<file path="src/design/crs_pkg.sv">
// Shared types, constants and helper functions for the CSS rule splitter
// No dependencies; imported by every other file of the block
package crs_pkg;

  // default sizing, handed down from the top level
  localparam int MAX_RULES_DEF   = 512;
  localparam int OFFSET_BITS_DEF = 20;
  localparam int DEPTH_BITS_DEF  = 16;

  // fixed widths of the result fields
  localparam int FIELD_OFF_W = 20;
  localparam int FIELD_CNT_W = 10;

  // depth of the result queue
  localparam int RES_DEPTH = 4;

  typedef logic [7:0] char_t;

  // byte codes the scanner reacts to
  localparam char_t CH_SLASH = 8'h2F;
  localparam char_t CH_STAR  = 8'h2A;
  localparam char_t CH_BSL   = 8'h5C;
  localparam char_t CH_DQ    = 8'h22;
  localparam char_t CH_SQ    = 8'h27;
  localparam char_t CH_LBR   = 8'h7B;
  localparam char_t CH_RBR   = 8'h7D;
  localparam char_t CH_SEMI  = 8'h3B;
  localparam char_t CH_SPACE = 8'h20;
  localparam char_t CH_TAB   = 8'h09;
  localparam char_t CH_CR    = 8'h0D;

  // at-rule patterns for the foundational flag
  localparam int PAT_NUM     = 3;
  localparam int PAT_MAX_LEN = 18;
  localparam int PAT_IDX_W   = 5;

  localparam logic [PAT_IDX_W-1:0] PAT_LEN [PAT_NUM] = '{5'd10, 5'd10, 5'd18};

  localparam char_t PAT_FONT [PAT_MAX_LEN] = '{
    "@", "f", "o", "n", "t", "-", "f", "a", "c", "e",
    8'h00, 8'h00, 8'h00, 8'h00, 8'h00, 8'h00, 8'h00, 8'h00};
  localparam char_t PAT_KEY [PAT_MAX_LEN] = '{
    "@", "k", "e", "y", "f", "r", "a", "m", "e", "s",
    8'h00, 8'h00, 8'h00, 8'h00, 8'h00, 8'h00, 8'h00, 8'h00};
  localparam char_t PAT_WK [PAT_MAX_LEN] = '{
    "@", "-", "w", "e", "b", "k", "i", "t", "-",
    "k", "e", "y", "f", "r", "a", "m", "e", "s"};

  // result kinds
  typedef enum logic [1:0] {
    KIND_RULE = 2'd0,
    KIND_OK   = 2'd1,
    KIND_ERR  = 2'd2
  } kind_t;

  // one input item
  typedef struct packed {
    char_t css_byte;
    logic  is_final;
  } item_t;

  // one result item
  typedef struct packed {
    kind_t                  kind;
    logic [FIELD_OFF_W-1:0] rule_begin;
    logic [FIELD_OFF_W-1:0] rule_stop;
    logic                   is_foundational;
    logic [FIELD_CNT_W-1:0] total_rules;
    logic                   run_end;
  } res_t;

  // results of one step, rule first then status
  typedef struct packed {
    logic rule_v;
    logic stat_v;
    res_t rule_res;
    res_t stat_res;
  } push_t;

  // pattern byte lookup, idx below PAT_MAX_LEN
  function automatic char_t pat_char(input int unsigned which,
                                     input logic [PAT_IDX_W-1:0] idx);
    char_t ch;
    ch = 8'h00;
    if (idx < PAT_IDX_W'(PAT_MAX_LEN)) begin
      unique case (which)
        0:       ch = PAT_FONT[idx];
        1:       ch = PAT_KEY[idx];
        default: ch = PAT_WK[idx];
      endcase
    end
    return ch;
  endfunction

  // space, tab, line feed, vertical tab, form feed, carriage return
  function automatic logic is_ws(input char_t c);
    return (c == CH_SPACE) || ((c >= CH_TAB) && (c <= CH_CR));
  endfunction

endpackage

</file>
<file path="src/design/crs_in_if.sv">
// Input channel of the rule splitter: one stylesheet byte per item
// Depends on crs_pkg
interface crs_in_if import crs_pkg::*; ();
  logic  valid;
  logic  ready;
  char_t css_byte;
  logic  is_final;

  modport source (output valid, output css_byte, output is_final, input ready);
  modport sink   (input valid, input css_byte, input is_final, output ready);
endinterface

</file>
<file path="src/design/crs_out_if.sv">
// Result channel of the rule splitter: rule spans and final status
// Depends on crs_pkg
interface crs_out_if import crs_pkg::*; ();
  logic                   valid;
  logic                   ready;
  kind_t                  kind;
  logic [FIELD_OFF_W-1:0] rule_begin;
  logic [FIELD_OFF_W-1:0] rule_stop;
  logic                   is_foundational;
  logic [FIELD_CNT_W-1:0] total_rules;
  logic                   run_end;

  modport source (output valid, output kind, output rule_begin, output rule_stop,
                  output is_foundational, output total_rules, output run_end,
                  input ready);
  modport sink   (input valid, input kind, input rule_begin, input rule_stop,
                  input is_foundational, input total_rules, input run_end,
                  output ready);
endinterface

</file>
<file path="src/design/crs_in_stage.sv">
// Input register of the rule splitter; holds one item until the scanner takes it
// Depends on crs_pkg and crs_in_if
module crs_in_stage import crs_pkg::*; (
  input  logic       clk,
  input  logic       rst_n,
  crs_in_if.sink     in_chan,
  input  logic       adv,
  output logic       item_v,
  output item_t      item
);

  logic  valid_r;
  item_t item_r;

  // free when empty or when the held item moves on this cycle
  assign in_chan.ready = !valid_r || adv;

  always_ff @(posedge clk) begin
    if (!rst_n) begin
      valid_r <= 1'b0;
    end else if (in_chan.ready) begin
      valid_r <= in_chan.valid;
    end
  end

  always_ff @(posedge clk) begin
    if (in_chan.valid && in_chan.ready) begin
      item_r.css_byte <= in_chan.css_byte;
      item_r.is_final <= in_chan.is_final;
    end
  end

  assign item_v = valid_r;
  assign item   = item_r;

endmodule

</file>
<file path="src/design/crs_step.sv">
// Scanner state and per-byte update: comments, strings, braces, lead match
// Depends on crs_pkg
module crs_step import crs_pkg::*; #(
  parameter int MAX_RULES   = MAX_RULES_DEF,
  parameter int OFFSET_BITS = OFFSET_BITS_DEF,
  parameter int DEPTH_BITS  = DEPTH_BITS_DEF
) (
  input  logic  clk,
  input  logic  rst_n,
  input  logic  adv,
  input  item_t item,
  output push_t push
);

  localparam int RULE_W = $clog2(MAX_RULES + 1);

  // scanner state
  logic [OFFSET_BITS-1:0] byte_position_r, byte_position_nxt;
  logic [OFFSET_BITS-1:0] segment_start_r, segment_start_nxt;
  logic [DEPTH_BITS-1:0]  brace_depth_r, brace_depth_nxt;
  logic                   in_string_r, in_string_nxt;
  logic                   string_delim_double_r, string_delim_double_nxt;
  logic                   escape_pending_r, escape_pending_nxt;
  logic                   in_comment_r, in_comment_nxt;
  logic                   star_seen_r, star_seen_nxt;
  logic                   slash_seen_r, slash_seen_nxt;
  logic                   lead_seen_r, lead_seen_nxt;
  logic [PAT_IDX_W-1:0]   match_index_r, match_index_nxt;
  logic [PAT_NUM-1:0]     match_alive_r, match_alive_nxt;
  logic                   foundational_hit_r, foundational_hit_nxt;
  logic [RULE_W-1:0]      rules_found_r, rules_found_nxt;
  logic                   error_seen_r, error_seen_nxt;

  // per-step values
  char_t                  c;
  logic [OFFSET_BITS-1:0] stop_p;
  logic [PAT_IDX_W-1:0]   midx_eff;
  logic                   rule_v;
  logic                   rule_fnd;
  logic                   stat_v;
  logic                   stat_bad;
  logic [OFFSET_BITS+FIELD_OFF_W-1:0] begin_ext;
  logic [OFFSET_BITS+FIELD_OFF_W-1:0] stop_ext;
  logic [RULE_W+FIELD_CNT_W-1:0]      total_ext;

  assign c      = item.css_byte;
  assign stop_p = byte_position_r + 1'b1;

  // one byte of scanning, then the end-of-stream status and restart
  always_comb begin
    byte_position_nxt       = byte_position_r;
    segment_start_nxt       = segment_start_r;
    brace_depth_nxt         = brace_depth_r;
    in_string_nxt           = in_string_r;
    string_delim_double_nxt = string_delim_double_r;
    escape_pending_nxt      = escape_pending_r;
    in_comment_nxt          = in_comment_r;
    star_seen_nxt           = star_seen_r;
    slash_seen_nxt          = slash_seen_r;
    lead_seen_nxt           = lead_seen_r;
    match_index_nxt         = match_index_r;
    match_alive_nxt         = match_alive_r;
    foundational_hit_nxt    = foundational_hit_r;
    rules_found_nxt         = rules_found_r;
    error_seen_nxt          = error_seen_r;
    midx_eff                = '0;
    rule_v                  = 1'b0;
    rule_fnd                = 1'b0;
    stat_v                  = 1'b0;
    stat_bad                = 1'b0;

    if (adv) begin
      if (!error_seen_r) begin
        if (byte_position_r == '1) begin
          // offset overflow
          error_seen_nxt = 1'b1;
        end else begin
          byte_position_nxt = stop_p;

          // leading at-rule match, on raw bytes
          if (lead_seen_r || !is_ws(c)) begin
            lead_seen_nxt   = 1'b1;
            midx_eff        = lead_seen_r ? match_index_r : '0;
            match_index_nxt = midx_eff;
            if (!foundational_hit_r && (match_alive_r != '0) &&
                (midx_eff < PAT_IDX_W'(PAT_MAX_LEN))) begin
              for (int k = 0; k < PAT_NUM; k++) begin
                if (match_alive_r[k]) begin
                  if ((midx_eff >= PAT_LEN[k]) || (pat_char(k, midx_eff) != c)) begin
                    match_alive_nxt[k] = 1'b0;
                  end else if ((midx_eff + 1'b1) == PAT_LEN[k]) begin
                    foundational_hit_nxt = 1'b1;
                  end
                end
              end
              match_index_nxt = midx_eff + 1'b1;
            end
          end

          // lexical state
          if (in_comment_r) begin
            if (star_seen_r && (c == CH_SLASH)) begin
              in_comment_nxt = 1'b0;
              star_seen_nxt  = 1'b0;
            end else begin
              star_seen_nxt = (c == CH_STAR);
            end
          end else if (in_string_r) begin
            if (escape_pending_r) begin
              escape_pending_nxt = 1'b0;
            end else if (c == CH_BSL) begin
              escape_pending_nxt = 1'b1;
            end else if (c == (string_delim_double_r ? CH_DQ : CH_SQ)) begin
              in_string_nxt = 1'b0;
            end
          end else if (slash_seen_r && (c == CH_STAR)) begin
            slash_seen_nxt = 1'b0;
            in_comment_nxt = 1'b1;
            star_seen_nxt  = 1'b0;
          end else begin
            slash_seen_nxt = 1'b0;
            if (c == CH_SLASH) begin
              slash_seen_nxt = 1'b1;
            end else if ((c == CH_SQ) || (c == CH_DQ)) begin
              in_string_nxt           = 1'b1;
              string_delim_double_nxt = (c == CH_DQ);
              escape_pending_nxt      = 1'b0;
            end else if (c == CH_LBR) begin
              if (brace_depth_r == '1) begin
                error_seen_nxt = 1'b1;
              end else begin
                brace_depth_nxt = brace_depth_r + 1'b1;
              end
            end else if (c == CH_RBR) begin
              if (brace_depth_r == '0) begin
                // unmatched close brace
                error_seen_nxt = 1'b1;
              end else begin
                brace_depth_nxt = brace_depth_r - 1'b1;
                if (brace_depth_r == DEPTH_BITS'(1)) begin
                  if (rules_found_r >= RULE_W'(MAX_RULES)) begin
                    error_seen_nxt = 1'b1;
                  end else begin
                    rule_v               = 1'b1;
                    rule_fnd             = lead_seen_nxt && foundational_hit_nxt;
                    rules_found_nxt      = rules_found_r + 1'b1;
                    segment_start_nxt    = stop_p;
                    lead_seen_nxt        = 1'b0;
                    match_index_nxt      = '0;
                    match_alive_nxt      = '1;
                    foundational_hit_nxt = 1'b0;
                  end
                end
              end
            end else if ((c == CH_SEMI) && (brace_depth_r == '0)) begin
              segment_start_nxt    = stop_p;
              lead_seen_nxt        = 1'b0;
              match_index_nxt      = '0;
              match_alive_nxt      = '1;
              foundational_hit_nxt = 1'b0;
            end
          end
        end
      end

      // final byte: status, then back to reset state
      if (item.is_final) begin
        stat_v   = 1'b1;
        stat_bad = error_seen_nxt || (brace_depth_nxt != '0) ||
                   in_string_nxt || in_comment_nxt;
        byte_position_nxt       = '0;
        segment_start_nxt       = '0;
        brace_depth_nxt         = '0;
        in_string_nxt           = 1'b0;
        string_delim_double_nxt = 1'b0;
        escape_pending_nxt      = 1'b0;
        in_comment_nxt          = 1'b0;
        star_seen_nxt           = 1'b0;
        slash_seen_nxt          = 1'b0;
        lead_seen_nxt           = 1'b0;
        match_index_nxt         = '0;
        match_alive_nxt         = '1;
        foundational_hit_nxt    = 1'b0;
        rules_found_nxt         = '0;
        error_seen_nxt          = 1'b0;
      end
    end
  end

  // result fields, fitted to the fixed port widths
  assign begin_ext = {{FIELD_OFF_W{1'b0}}, segment_start_r};
  assign stop_ext  = {{FIELD_OFF_W{1'b0}}, stop_p};
  assign total_ext = {{FIELD_CNT_W{1'b0}}, rules_found_r + RULE_W'(rule_v)};

  always_comb begin
    push.rule_v                   = rule_v;
    push.stat_v                   = stat_v;
    push.rule_res.kind            = KIND_RULE;
    push.rule_res.rule_begin      = begin_ext[FIELD_OFF_W-1:0];
    push.rule_res.rule_stop       = stop_ext[FIELD_OFF_W-1:0];
    push.rule_res.is_foundational = rule_fnd;
    push.rule_res.total_rules     = '0;
    push.rule_res.run_end         = 1'b0;
    push.stat_res.kind            = stat_bad ? KIND_ERR : KIND_OK;
    push.stat_res.rule_begin      = '0;
    push.stat_res.rule_stop       = '0;
    push.stat_res.is_foundational = 1'b0;
    push.stat_res.total_rules     = total_ext[FIELD_CNT_W-1:0];
    push.stat_res.run_end         = 1'b1;
  end

  // state registers
  always_ff @(posedge clk) begin
    if (!rst_n) begin
      byte_position_r       <= '0;
      segment_start_r       <= '0;
      brace_depth_r         <= '0;
      in_string_r           <= 1'b0;
      string_delim_double_r <= 1'b0;
      escape_pending_r      <= 1'b0;
      in_comment_r          <= 1'b0;
      star_seen_r           <= 1'b0;
      slash_seen_r          <= 1'b0;
      lead_seen_r           <= 1'b0;
      match_index_r         <= '0;
      match_alive_r         <= '1;
      foundational_hit_r    <= 1'b0;
      rules_found_r         <= '0;
      error_seen_r          <= 1'b0;
    end else begin
      byte_position_r       <= byte_position_nxt;
      segment_start_r       <= segment_start_nxt;
      brace_depth_r         <= brace_depth_nxt;
      in_string_r           <= in_string_nxt;
      string_delim_double_r <= string_delim_double_nxt;
      escape_pending_r      <= escape_pending_nxt;
      in_comment_r          <= in_comment_nxt;
      star_seen_r           <= star_seen_nxt;
      slash_seen_r          <= slash_seen_nxt;
      lead_seen_r           <= lead_seen_nxt;
      match_index_r         <= match_index_nxt;
      match_alive_r         <= match_alive_nxt;
      foundational_hit_r    <= foundational_hit_nxt;
      rules_found_r         <= rules_found_nxt;
      error_seen_r          <= error_seen_nxt;
    end
  end

  // a final byte leaves the scanner in its reset state
  a_final_restarts: assert property (@(posedge clk) disable iff (!rst_n)
    adv && item.is_final |=> (byte_position_r == '0) && (brace_depth_r == '0) &&
                             !error_seen_r && (rules_found_r == '0))
    else $error("scanner state not cleared after final byte");

  // an error holds until the end of the stream
  a_error_sticky: assert property (@(posedge clk) disable iff (!rst_n)
    error_seen_r && !(adv && item.is_final) |=> error_seen_r)
    else $error("error flag dropped before end of stream");

  // a rule closes only at depth one and spans at least one byte
  a_rule_span: assert property (@(posedge clk) disable iff (!rst_n)
    push.rule_v |-> (brace_depth_r == DEPTH_BITS'(1)) && (segment_start_r < stop_p))
    else $error("rule emitted with bad depth or span");

  // nothing is produced without a byte moving in
  a_push_needs_adv: assert property (@(posedge clk) disable iff (!rst_n)
    (push.rule_v || push.stat_v) |-> adv)
    else $error("result produced without an item");

endmodule

</file>
<file path="src/design/crs_res_fifo.sv">
// Small result queue: takes up to two results per cycle, hands out one
// Depends on crs_pkg and crs_out_if
module crs_res_fifo import crs_pkg::*; (
  input  logic       clk,
  input  logic       rst_n,
  input  push_t      push,
  output logic       room,
  crs_out_if.source  out_chan
);

  localparam int PTR_W = $clog2(RES_DEPTH);
  localparam int CNT_W = $clog2(RES_DEPTH + 1);

  res_t             mem_r [RES_DEPTH];
  logic [PTR_W-1:0] wr_ptr_r, wr_ptr_nxt;
  logic [PTR_W-1:0] rd_ptr_r, rd_ptr_nxt;
  logic [CNT_W-1:0] count_r, count_nxt;
  logic [PTR_W-1:0] stat_ptr;
  logic             pop;
  logic [CNT_W-1:0] n_push;

  // two free slots cover the worst case of one item
  assign room     = count_r <= CNT_W'(RES_DEPTH - 2);
  assign pop      = out_chan.valid && out_chan.ready;
  assign n_push   = CNT_W'(push.rule_v) + CNT_W'(push.stat_v);
  assign stat_ptr = push.rule_v ? wr_ptr_r + 1'b1 : wr_ptr_r;

  // pointer and fill bookkeeping
  always_comb begin
    wr_ptr_nxt = wr_ptr_r + PTR_W'(n_push);
    rd_ptr_nxt = pop ? rd_ptr_r + 1'b1 : rd_ptr_r;
    count_nxt  = count_r + n_push - CNT_W'(pop);
  end

  always_ff @(posedge clk) begin
    if (!rst_n) begin
      wr_ptr_r <= '0;
      rd_ptr_r <= '0;
      count_r  <= '0;
    end else begin
      wr_ptr_r <= wr_ptr_nxt;
      rd_ptr_r <= rd_ptr_nxt;
      count_r  <= count_nxt;
    end
  end

  // storage, rule ahead of status
  always_ff @(posedge clk) begin
    if (push.rule_v) begin
      mem_r[wr_ptr_r] <= push.rule_res;
    end
    if (push.stat_v) begin
      mem_r[stat_ptr] <= push.stat_res;
    end
  end

  // head of queue drives the channel
  assign out_chan.valid           = count_r != '0;
  assign out_chan.kind            = mem_r[rd_ptr_r].kind;
  assign out_chan.rule_begin      = mem_r[rd_ptr_r].rule_begin;
  assign out_chan.rule_stop       = mem_r[rd_ptr_r].rule_stop;
  assign out_chan.is_foundational = mem_r[rd_ptr_r].is_foundational;
  assign out_chan.total_rules     = mem_r[rd_ptr_r].total_rules;
  assign out_chan.run_end         = mem_r[rd_ptr_r].run_end;

  // never written beyond capacity
  a_no_overflow: assert property (@(posedge clk) disable iff (!rst_n)
    (n_push != '0) |-> room)
    else $error("result queue written without room");

  a_count_bound: assert property (@(posedge clk) disable iff (!rst_n)
    count_r <= CNT_W'(RES_DEPTH))
    else $error("result queue count out of range");

  a_ptr_gap: assert property (@(posedge clk) disable iff (!rst_n)
    PTR_W'(wr_ptr_r - rd_ptr_r) == PTR_W'(count_r))
    else $error("result queue pointers disagree with count");

endmodule

</file>
<file path="src/design/css_top_level_rule_splitter.sv">
// Splits a CSS stylesheet, fed one byte per item, into its top-level rules and
// reports a final status with the rule count on the last byte. After the input
// register each byte goes through a single pass of scanner logic, and its
// results (a rule span, the status, or both) enter a four-entry result queue.
// A byte moves on whenever the queue has two free slots, so with the result
// side ready the block sustains one byte per clock. A byte is registered in
// the input stage and its results in the queue before they reach the output.
// No clearing pass is needed after reset. Depends on crs_pkg, crs_in_if,
// crs_out_if and the crs_in_stage, crs_step and crs_res_fifo modules.
module css_top_level_rule_splitter import crs_pkg::*; #(
  parameter int MAX_RULES   = MAX_RULES_DEF,
  parameter int OFFSET_BITS = OFFSET_BITS_DEF,
  parameter int DEPTH_BITS  = DEPTH_BITS_DEF
) (
  input  logic       clk,
  input  logic       rst_n,
  crs_in_if.sink     in_chan,
  crs_out_if.source  out_chan
);

  logic  item_v;
  item_t item;
  logic  room;
  logic  adv;
  push_t push;

  // the held byte is scanned when the queue can take its results
  assign adv = item_v && room;

  crs_in_stage u_in_stage (
    .clk     (clk),
    .rst_n   (rst_n),
    .in_chan (in_chan),
    .adv     (adv),
    .item_v  (item_v),
    .item    (item)
  );

  crs_step #(
    .MAX_RULES   (MAX_RULES),
    .OFFSET_BITS (OFFSET_BITS),
    .DEPTH_BITS  (DEPTH_BITS)
  ) u_step (
    .clk   (clk),
    .rst_n (rst_n),
    .adv   (adv),
    .item  (item),
    .push  (push)
  );

  crs_res_fifo u_res_fifo (
    .clk      (clk),
    .rst_n    (rst_n),
    .push     (push),
    .room     (room),
    .out_chan (out_chan)
  );

endmodule

</file>
<file path="src/flat_wrapper.sv">
// flat-port wrapper written by rule: the top's interface ports become plain ports
module css_top_level_rule_splitter_flat import crs_pkg::*;
#(
  parameter int MAX_RULES   = MAX_RULES_DEF,
  parameter int OFFSET_BITS = OFFSET_BITS_DEF,
  parameter int DEPTH_BITS  = DEPTH_BITS_DEF
)
  (clk, rst_n, in_chan_valid, in_chan_css_byte, in_chan_is_final, in_chan_ready, out_chan_valid, out_chan_kind, out_chan_rule_begin, out_chan_rule_stop, out_chan_is_foundational, out_chan_total_rules, out_chan_run_end, out_chan_ready);
  crs_in_if in_chan_i ();
  crs_out_if out_chan_i ();
  input  logic clk;
  input  logic rst_n;
  input wire logic [$bits(in_chan_i.valid)-1:0] in_chan_valid;
  input wire logic [$bits(in_chan_i.css_byte)-1:0] in_chan_css_byte;
  input wire logic [$bits(in_chan_i.is_final)-1:0] in_chan_is_final;
  output wire logic [$bits(in_chan_i.ready)-1:0] in_chan_ready;
  output wire logic [$bits(out_chan_i.valid)-1:0] out_chan_valid;
  output wire logic [$bits(out_chan_i.kind)-1:0] out_chan_kind;
  output wire logic [$bits(out_chan_i.rule_begin)-1:0] out_chan_rule_begin;
  output wire logic [$bits(out_chan_i.rule_stop)-1:0] out_chan_rule_stop;
  output wire logic [$bits(out_chan_i.is_foundational)-1:0] out_chan_is_foundational;
  output wire logic [$bits(out_chan_i.total_rules)-1:0] out_chan_total_rules;
  output wire logic [$bits(out_chan_i.run_end)-1:0] out_chan_run_end;
  input wire logic [$bits(out_chan_i.ready)-1:0] out_chan_ready;
  assign in_chan_i.valid = in_chan_valid;
  assign in_chan_i.css_byte = in_chan_css_byte;
  assign in_chan_i.is_final = in_chan_is_final;
  assign in_chan_ready = in_chan_i.ready;
  assign out_chan_valid = out_chan_i.valid;
  assign out_chan_kind = out_chan_i.kind;
  assign out_chan_rule_begin = out_chan_i.rule_begin;
  assign out_chan_rule_stop = out_chan_i.rule_stop;
  assign out_chan_is_foundational = out_chan_i.is_foundational;
  assign out_chan_total_rules = out_chan_i.total_rules;
  assign out_chan_run_end = out_chan_i.run_end;
  assign out_chan_i.ready = out_chan_ready;
  css_top_level_rule_splitter #(.MAX_RULES(MAX_RULES), .OFFSET_BITS(OFFSET_BITS), .DEPTH_BITS(DEPTH_BITS)) u_core (.clk(clk), .rst_n(rst_n), .in_chan(in_chan_i), .out_chan(out_chan_i));
endmodule
</file>
<file path="config.mk">
export PLATFORM = sky130hd
export DESIGN_NAME = css_top_level_rule_splitter_flat
export DESIGN_NICKNAME = d
export VERILOG_FILES = /design/src/design/crs_pkg.sv /design/src/design/crs_in_if.sv /design/src/design/crs_out_if.sv /design/src/design/crs_in_stage.sv /design/src/design/crs_step.sv /design/src/design/crs_res_fifo.sv /design/src/design/css_top_level_rule_splitter.sv /design/src/flat_wrapper.sv
export SDC_FILE = /design/constraint.sdc
export NUM_CORES = 1
export LEC_CHECK = 0
export ABC_AREA = 1
export BUFFER_PORTS_ARGS = -buffer_cell sky130_fd_sc_hd__buf_2
export CORE_UTILIZATION = 40
export DETAILED_ROUTE_END_ITERATION = 8
export MAX_ROUTING_LAYER = met4
export SETUP_SLACK_MARGIN = 0.02
export SLEW_MARGIN = 20
export SYNTH_ARGS = -nofsm -noshare
export SYNTH_HDL_FRONTEND = slang
export SYNTH_HIERARCHICAL = 1
export SYNTH_SLANG_ARGS = --single-unit
</file>
<file path="constraint.sdc">
create_clock -name clk -period 7.9 [get_ports clk]
set_clock_uncertainty 0.1 [all_clocks]
set_input_delay 1.58 -clock clk [delete_from_list [all_inputs] [get_ports clk]]
set_output_delay 1.58 -clock clk [all_outputs]
set_load 0.1 [all_outputs]
</file>
==> reports/results.txt, run 1 <==
H-tree depth: 2
Crit. End Element: flop
Pre-CTS setup slack: 2.10 ns
Cell area after layout: 0.0206 sq mm
Top cells by area, synth: edfxtp_1, nand2_1, dfxtp_1, nor2_1, nand4_1
Antenna violations before repair: 2
Vias per inst: 5.33
Layout area overhead: 7.72%
Hold Path Cell Cnt: 2
Die Span Y: 221 microns
Worst-Margin Slew: 1.11 ns
Post-route ant nets: 0
Fmax: 173 MHz
Fraction of layout cells with a size suffix above 1: 10.4%
Cell Area, Synth: 0.0191 sq mm
Die ar.: 0.0487 sq mm
# hold bufs at CTS: 0
Setup Crit Path Kind: reg -> reg
Nets@finish: 2483
CP max stage cell: nand3_4
Max-cap viol count: 0
Worst r2r path cells: 12
Most numerous cell in the Yosys netlist: nand2_1
Vias in the first global route: 15300
Post-synth EDFFs: 225
Hold WC Path Type: reg -> reg
Pleak: 0.00883 uW
Largest area contributor in the netlist: edfxtp_1
RSZ-0062 raised after global routing: false
Yosys top cell area share: 35.3%
Drt first-iter violations: 1516
Final min period: 5.79 ns
R2R Path End: u_core/u_res_fifo/mem_r[3][48]
CTS Root Buffer Type: clkbuf_16
Core Area: 0.0469 sq mm
Worst Path Max Fanout: 57
Yosys warning total: 6
Ant diodes: 0
Final wirelength: 53600 microns
Placed Instance Area: 0.0193 sq mm
Seq cells post-synth: 318
Final Hold Vio Count: 0
Synth unique cells: 56
First-pass GRT wire length: 83800 microns
I/O pins: 69
Hold Startpoint: u_core/u_step/byte_position_r[4]
CTS tree: done
Total power: 5800 uW
Top cells by count, synth: nand2_1, nor2_1, edfxtp_1
GR Overflow Total: 0
Post-CTS setup buffers: 0
Clock Latency Late Sink: 0.56 ns
Period Utilization, post-route: 73.3%
FP Rows: 79
Crit-path cells: a21oi_1 > nand2_1 > inv_1 > inv_1 > nor2_4 > nand3_1 > inv_1 > nand2_1 > nand2_4 > nand3_4 > nand2_2 > buf_4
Slowest cell delay on critical path: 0.84 ns
Ys flop type: edfxtp_1
Clk sink count: 318
Worst vdd ir: 196 uV
Largest net degree at the start of global routing: 107
Register area share after synthesis: 45.1%
Status: finished, violations left
Width of the die: 221 microns
R2R Setup Slk: 2.11 ns
Crit path DAT: 5.87 ns
Synth Instances: 2461
Clk buf depth: 3
Violated checks: DRC
DP HPWL: 34500 microns
Max Slew Vio Count: 0
Type of origin of the critical path: flop
PwrDens: 282 mW/mm^2
CP required: 7.98 ns
Starting Density: 40.8%
Port Buf Inserts: 68
RR Startpoint: u_core/u_res_fifo/count_r[0]
Final Core Density: 44.0%
Ys async rst share: 0%
Wire per inst: 17.4 microns
Pre-Repair DR Iteration Count: 8
# setup viols final: 0
Setup TNS: 0 ns
Final worst slack: 2.11 ns
Most used cell, CP: inv_1
Syn avg cell area: 7.77 sq um
Final Wtd Congestion: 0.935
Hold path endpoint: u_core/u_step/byte_position_r[4]
Vias post-DR: 16400
DRC violations left: 7
Slew margin rel.: 26.3%
PostCTS Resize Cnt: 0
Clock transition at path regs: 0.06 ns
CTS Buf Count: 38
Total Routing Usage GR: 22.8%
[metal layers]
layer / vias up / global-route usage (%) / wire length, microns / share of wire [%]
li1: 8070 / - / - / -
met1: 7640 / 28.0 / 22400 / 42
met2: 583 / 38.0 / 25900 / 48
met3: 130 / 2.91 / 3470 / 6.5
met4: 0 / 8.54 / 1780 / 3.3
met5: - / - / 0 / 0
[worst max-delay path by stage]
stage	from	end	slack (ns)
CTS	u_core/u_res_fifo/count_r[0]	u_core/u_res_fifo/mem_r[3][48]	2.08
detailed placement	u_core/u_res_fifo/count_r[0]	u_core/u_res_fifo/mem_r[3][43]	2.10
global route	u_core/u_res_fifo/count_r[0]	u_core/u_res_fifo/mem_r[3][48]	1.74
finish	u_core/u_res_fifo/count_r[0]	u_core/u_res_fifo/mem_r[3][48]	2.11
global placement	u_core/u_res_fifo/count_r[0]	u_core/u_res_fifo/mem_r[3][39]	2.21
floorplan	flop	out_chan_rule_begin[10]	3.75
[cell usage in the layout, fill, tap and decap left out, types with 3 or more instances in the layout]
master | synthesis | routed
edfxtp_1 | 225 | 225
nor2_1 | 260 | 260
a31oi_1 | 3 | 3
conb_1 | 2 | 55
o211ai_1 | 4 | 4
a21oi_1 | 75 | 75
nor2_4 | 12 | 12
nand2_1 | 845 | 840
clkbuf_16 | 0 | 39
or2_2 | 4 | 4
inv_2 | 14 | 14
buf_4 | 62 | 16
bufinv_16 | 0 | 6
o21ai_0 | 149 | 149
nor2_2 | 18 | 18
clkbuf_8 | 0 | 3
clkinv_1 | 2 | 6
nor3_1 | 27 | 27
buf_2 | 42 | 68
nand3_1 | 68 | 68
o21ai_1 | 25 | 25
o31ai_1 | 3 | 3
nand3_4 | 6 | 6
ha_1 | 23 | 23
inv_1 | 132 | 131
o22ai_1 | 57 | 57
nand3_2 | 10 | 10
nand2_4 | 6 | 7
nor4_1 | 4 | 4
clkinv_2 | 1 | 8
nand2_2 | 17 | 21
nor3_4 | 3 | 3
xor2_1 | 33 | 33
nand4_1 | 120 | 120
clkbuf_1 | 47 | 4
inv_4 | 3 | 4
dfxtp_1 | 93 | 91
[logic make-up (layout without fill, tap and decap cells)]
kind of cell	Yosys count	count (layout)	share of synthesized area [%]
flip-flops	318	318	45.1
adder cells (fa/ha/maj)	24	24	1.61
AO/OA/AOI/OAI	329	329	9.38
XOR/XNOR	35	35	1.60
multiplexers	1	1	0.0523
other	2	55	0.0393
buffers and inverters	345	307	9.89
AND/OR/NAND/NOR	1407	1407	32.4
[sequential cells by signal (all words and copies together) (netlist names), 2 cells and up, named ones only]
name	flops
u_core/u_res_fifo/count_r	3
u_core/u_step/brace_depth_r	16
u_core/u_res_fifo/rd_ptr_r	2
u_core/u_in_stage/item	9
u_core/u_step/segment_start_r	20
u_core/u_res_fifo/mem_r	216
u_core/u_step/byte_position_r	20
u_core/u_step/match_index_r	5
u_core/u_step/rules_found_r	10
u_core/u_step/match_alive_r	3
u_core/u_res_fifo/wr_ptr_r	2
[report_power, final]
| part | switching [uW] | leakage, uW | internal (uW) |
|---|---|---|---|
| Combinational | 1620 | 0.00534 | 321 |
| Sequential | 99.9 | 0.00284 | 1890 |
| Clock | 733 | 0.000653 | 1140 |
| Total | 2450 | 0.00883 | 3350 |
[critical path, delay by kind of cell, from the launching register on]
family	cells	cell delay, ns
buffers and inverters	4	1.55
flip-flops	1	0.33
AO/OA/AOI/OAI	1	0.16
AND/OR/NAND/NOR	7	3.23
[layout make-up]
cell class	instances	area, sq um
Tap cell	607	759
Clock inverter	24	300
Timing Repair Buffer	85	472
Fill cell	4659	26300
Multi-Input combinational cell	1851	8830
Sequential cell	318	8620
Inverter	152	582
Clock buffer	46	1030
[stage by stage]
stage / std cells / hold slack, ns
global placement: 3012 / 0.350
floorplan: 2514 / 0.338
finish: 3083 / 0.371
CTS: 3082 / 0.368
global route: 3083 / 0.399
detailed placement: 3012 / 0.359
Note: power is estimated with default switching activity, not from simulation.
==> inputs of run 2 (changes only) <==
--- a/config.mk
+++ b/config.mk
@@ -5,7 +5,7 @@
 export SDC_FILE = /design/constraint.sdc
 export NUM_CORES = 1
 export LEC_CHECK = 0
-export ABC_AREA = 1
+export ABC_AREA = 0
 export BUFFER_PORTS_ARGS = -buffer_cell sky130_fd_sc_hd__buf_2
 export CORE_UTILIZATION = 40
 export DETAILED_ROUTE_END_ITERATION = 8
==> constraint.sdc (replaced) <==
create_clock -name clk -period 5.1 [get_ports clk]
set_clock_uncertainty 0.1 [all_clocks]
set_input_delay 1.02 -clock clk [delete_from_list [all_inputs] [get_ports clk]]
set_output_delay 1.02 -clock clk [all_outputs]
set_load 0.1 [all_outputs]
==> run 2 against run 1 <==
Net effect:
- the run now ends clean
- global-route usage shrank 3.4 points
- clock power grew 42%
- clock-buffer cell count grew 12
- sequential cell count is the same
- sequential power grew 50%
- maximum frequency grew 23%
- wire length shrank 18%
- via count shrank 27%
- critical path type unchanged
==> reports/results.txt, run 2 <==
Status: finished, final reports clean
Post-synth EDFFs: 225
Critical Path End: u_core/u_res_fifo/mem_r[3][22]
Vias per inst: 5.52
Layout area overhead: 10.3%
# hold bufs at CTS: 0
CTS tree: done
RR Startpoint: u_core/u_step/brace_depth_r[1]
Vias in the first global route: 12200
Hold WC Path Type: reg -> reg
Drt first-iter violations: 1093
Cell area after layout: 0.0201 sq mm
Nets@finish: 1591
Crit. End Element: flop
Worst-Margin Slew: 1.05 ns
Period Utilization, post-route: 92.3%
GR peak layer: met2
Core Area: 0.0446 sq mm
Width of the die: 215 microns
Worst vdd ir: 267 uV
FP Rows: 77
Vias post-DR: 12000
Launching element of the worst setup path: u_core/u_step/brace_depth_r[1]
Port Buf Inserts: 68
Die Span Y: 215 microns
Worst Path Max Fanout: 25
Final Wtd Congestion: 0.887
Worst r2r path cells: 12
R2R Setup Slk: 0.39 ns
DRC violations left: 0
DP HPWL: 28100 microns
I/O pins: 69
Wire per inst: 20.1 microns
Most numerous cell in the Yosys netlist: edfxtp_1
# setup viols final: 0
Type of origin of the critical path: flop
Met2 Usage GRT: 31.6%
H-tree depth: 2
Grt met3 use: 2.76%
Yosys top cell area share: 37.1%
Fraction of layout cells with a size suffix above 1: 29.0%
Top cells by area, synth: edfxtp_1, mux2_2, dfxtp_1, mux4_2, buf_4
Largest area contributor in the netlist: edfxtp_1
Cell Area, Synth: 0.0182 sq mm
Final worst slack: 0.392 ns
CP required: 5.30 ns
Max Slew Vio Count: 0
Final Hold Vio Count: 0
Top reg by flops: u_core/u_res_fifo/mem_r
Max-cap viol count: 0
Seq cells post-synth: 318
GR Overflow Total: 0
# fillers: 4087
Clk buf depth: 3
PwrDens: 398 mW/mm^2
Ys flop type: edfxtp_1
Regs by FF count: u_core/u_res_fifo/mem_r (216), u_core/u_step/byte_position_r (20), u_core/u_step/segment_start_r (20)
Slew margin rel.: 30.1%
Total Routing Usage GR: 19.4%
Placed Instance Area: 0.0189 sq mm
CTS Buf Count: 37
Pleak: 0.00717 uW
Antenna violations before repair: 0
Final min period: 4.71 ns
Post-CTS setup buffers: 0
Pre-Repair DR Iteration Count: 5
Setup TNS: 0 ns
Pre-CTS setup slack: 0.404 ns
Yosys warning total: 6
Commonest non-fill, non-tap cell in the layout: edfxtp_1
Synth Instances: 1510
Synth unique cells: 90
Final wirelength: 43700 microns
PostCTS Resize Cnt: 0
Fmax: 212 MHz
First-pass GRT wire length: 68700 microns
Syn avg cell area: 12.1 sq um
Starting Density: 40.9%
Clock Latency Late Sink: 0.55 ns
Top cells by count, synth: edfxtp_1, mux2_2, dfxtp_1
R2R Path End: u_core/u_res_fifo/mem_r[3][22]
Most frequent cells in the layout: edfxtp_1, mux2_2, dfxtp_1, buf_2, nand2_1
Clk sink count: 318
Post-route ant nets: 0
Final Core Density: 45.0%
Die ar.: 0.0464 sq mm
Register area share after synthesis: 47.3%
Largest net degree at the start of global routing: 55
Grt met1 use: 24.6%
RSZ-0062 raised after global routing: false
CTS Root Buffer Type: clkbuf_16
Setup Crit Path Kind: reg -> reg
Number of flip-flops in the largest register: 216
Ant diodes: 0
Crit path DAT: 4.91 ns
Ys async rst share: 0%
Clock transition at path regs: 0.06 ns
## run 2: cell types whose count changed after synthesis, sizes merged, moves of 23 or more
cell	previous run	this run
nor2b	0	59
buf	145	114
mux4	0	54
xnor2	2	37
nor3b	1	24
o22ai	57	6
mux2	0	216
nor2	292	68
o21ai	177	35
and2	1	24
nand3	84	34
nand2	868	71
inv	149	31
nand4	121	22
## run 2: cell families after synthesis
kind of cell	Yosys count	share of synthesized area (%)
simple gates	422	13.2
flops	318	47.3
fa+ha+maj	24	1.69
buf+inv	194	6.43
mux	279	20.5
compound gates	205	7.69
xor+xnor	66	3.17
other cells	2	0.0412
## run 2: how the worst min path moves through the flow
stage                                              from                                   to  depth (start not counted)
floorplan                     u_core/u_step/star_seen_r            u_core/u_step/star_seen_r                          2
global placement    u_core/u_step/string_delim_double_r  u_core/u_step/string_delim_double_r                          2
detailed placement  u_core/u_step/string_delim_double_r  u_core/u_step/string_delim_double_r                          2
CTS                 u_core/u_step/string_delim_double_r  u_core/u_step/string_delim_double_r                          2
global route                   u_core/u_in_stage/item_v             u_core/u_in_stage/item_v                          2
finish              u_core/u_step/string_delim_double_r  u_core/u_step/string_delim_double_r                          2
## run 2: where the power goes
group          total [uW]  switching [uW]  internal (uW)
registers            2980             124           2850
clock network        2650            1080           1560
logic                2360            1770            589
total                7990            2980           5000
## run 2: layout make-up
| class | instances | area [sq um] | area share, % |
|---|---|---|---|
| clock inverters | 10 | 116 | 0.579 |
| inverters | 32 | 120 | 0.598 |
| repair buffers | 114 | 723 | 3.60 |
| flip-flops and latches | 318 | 8620 | 42.9 |
| clock buffers | 58 | 1110 | 5.51 |
| multi-input cells | 1051 | 8660 | 43.1 |
| well taps | 592 | 741 | 3.69 |
## run 2: worst max-delay path: stages, from the launching register on
cell and delay, ns:
dfxtp_1 0.50, inv_1 0.15, ha_1 0.25, nor4b_1 0.17
and4_1 0.25, or4b_4 0.56, or4_1 0.44, nor3_2 0.45
buf_4 0.27, nand4b_1 0.16, o31ai_4 0.25, buf_4 0.51
mux2_2 0.39
## run 2: metrics by stage
stage	total power, uW	instances	hold slack, ns
global placement	5410	2107	0.378
global route	8260	2175	0.451
detailed placement	5420	2107	0.396
finish	7990	2175	0.405
CTS	8080	2175	0.404
floorplan	5040	1563	0.351
## run 2: metal layers
metal  part of all wire [%]  vias up
met2                     49      346
met1                     43     5898
met4                    2.8        0
li1                       -     5664
met3                    5.1       90
met5                      0        -
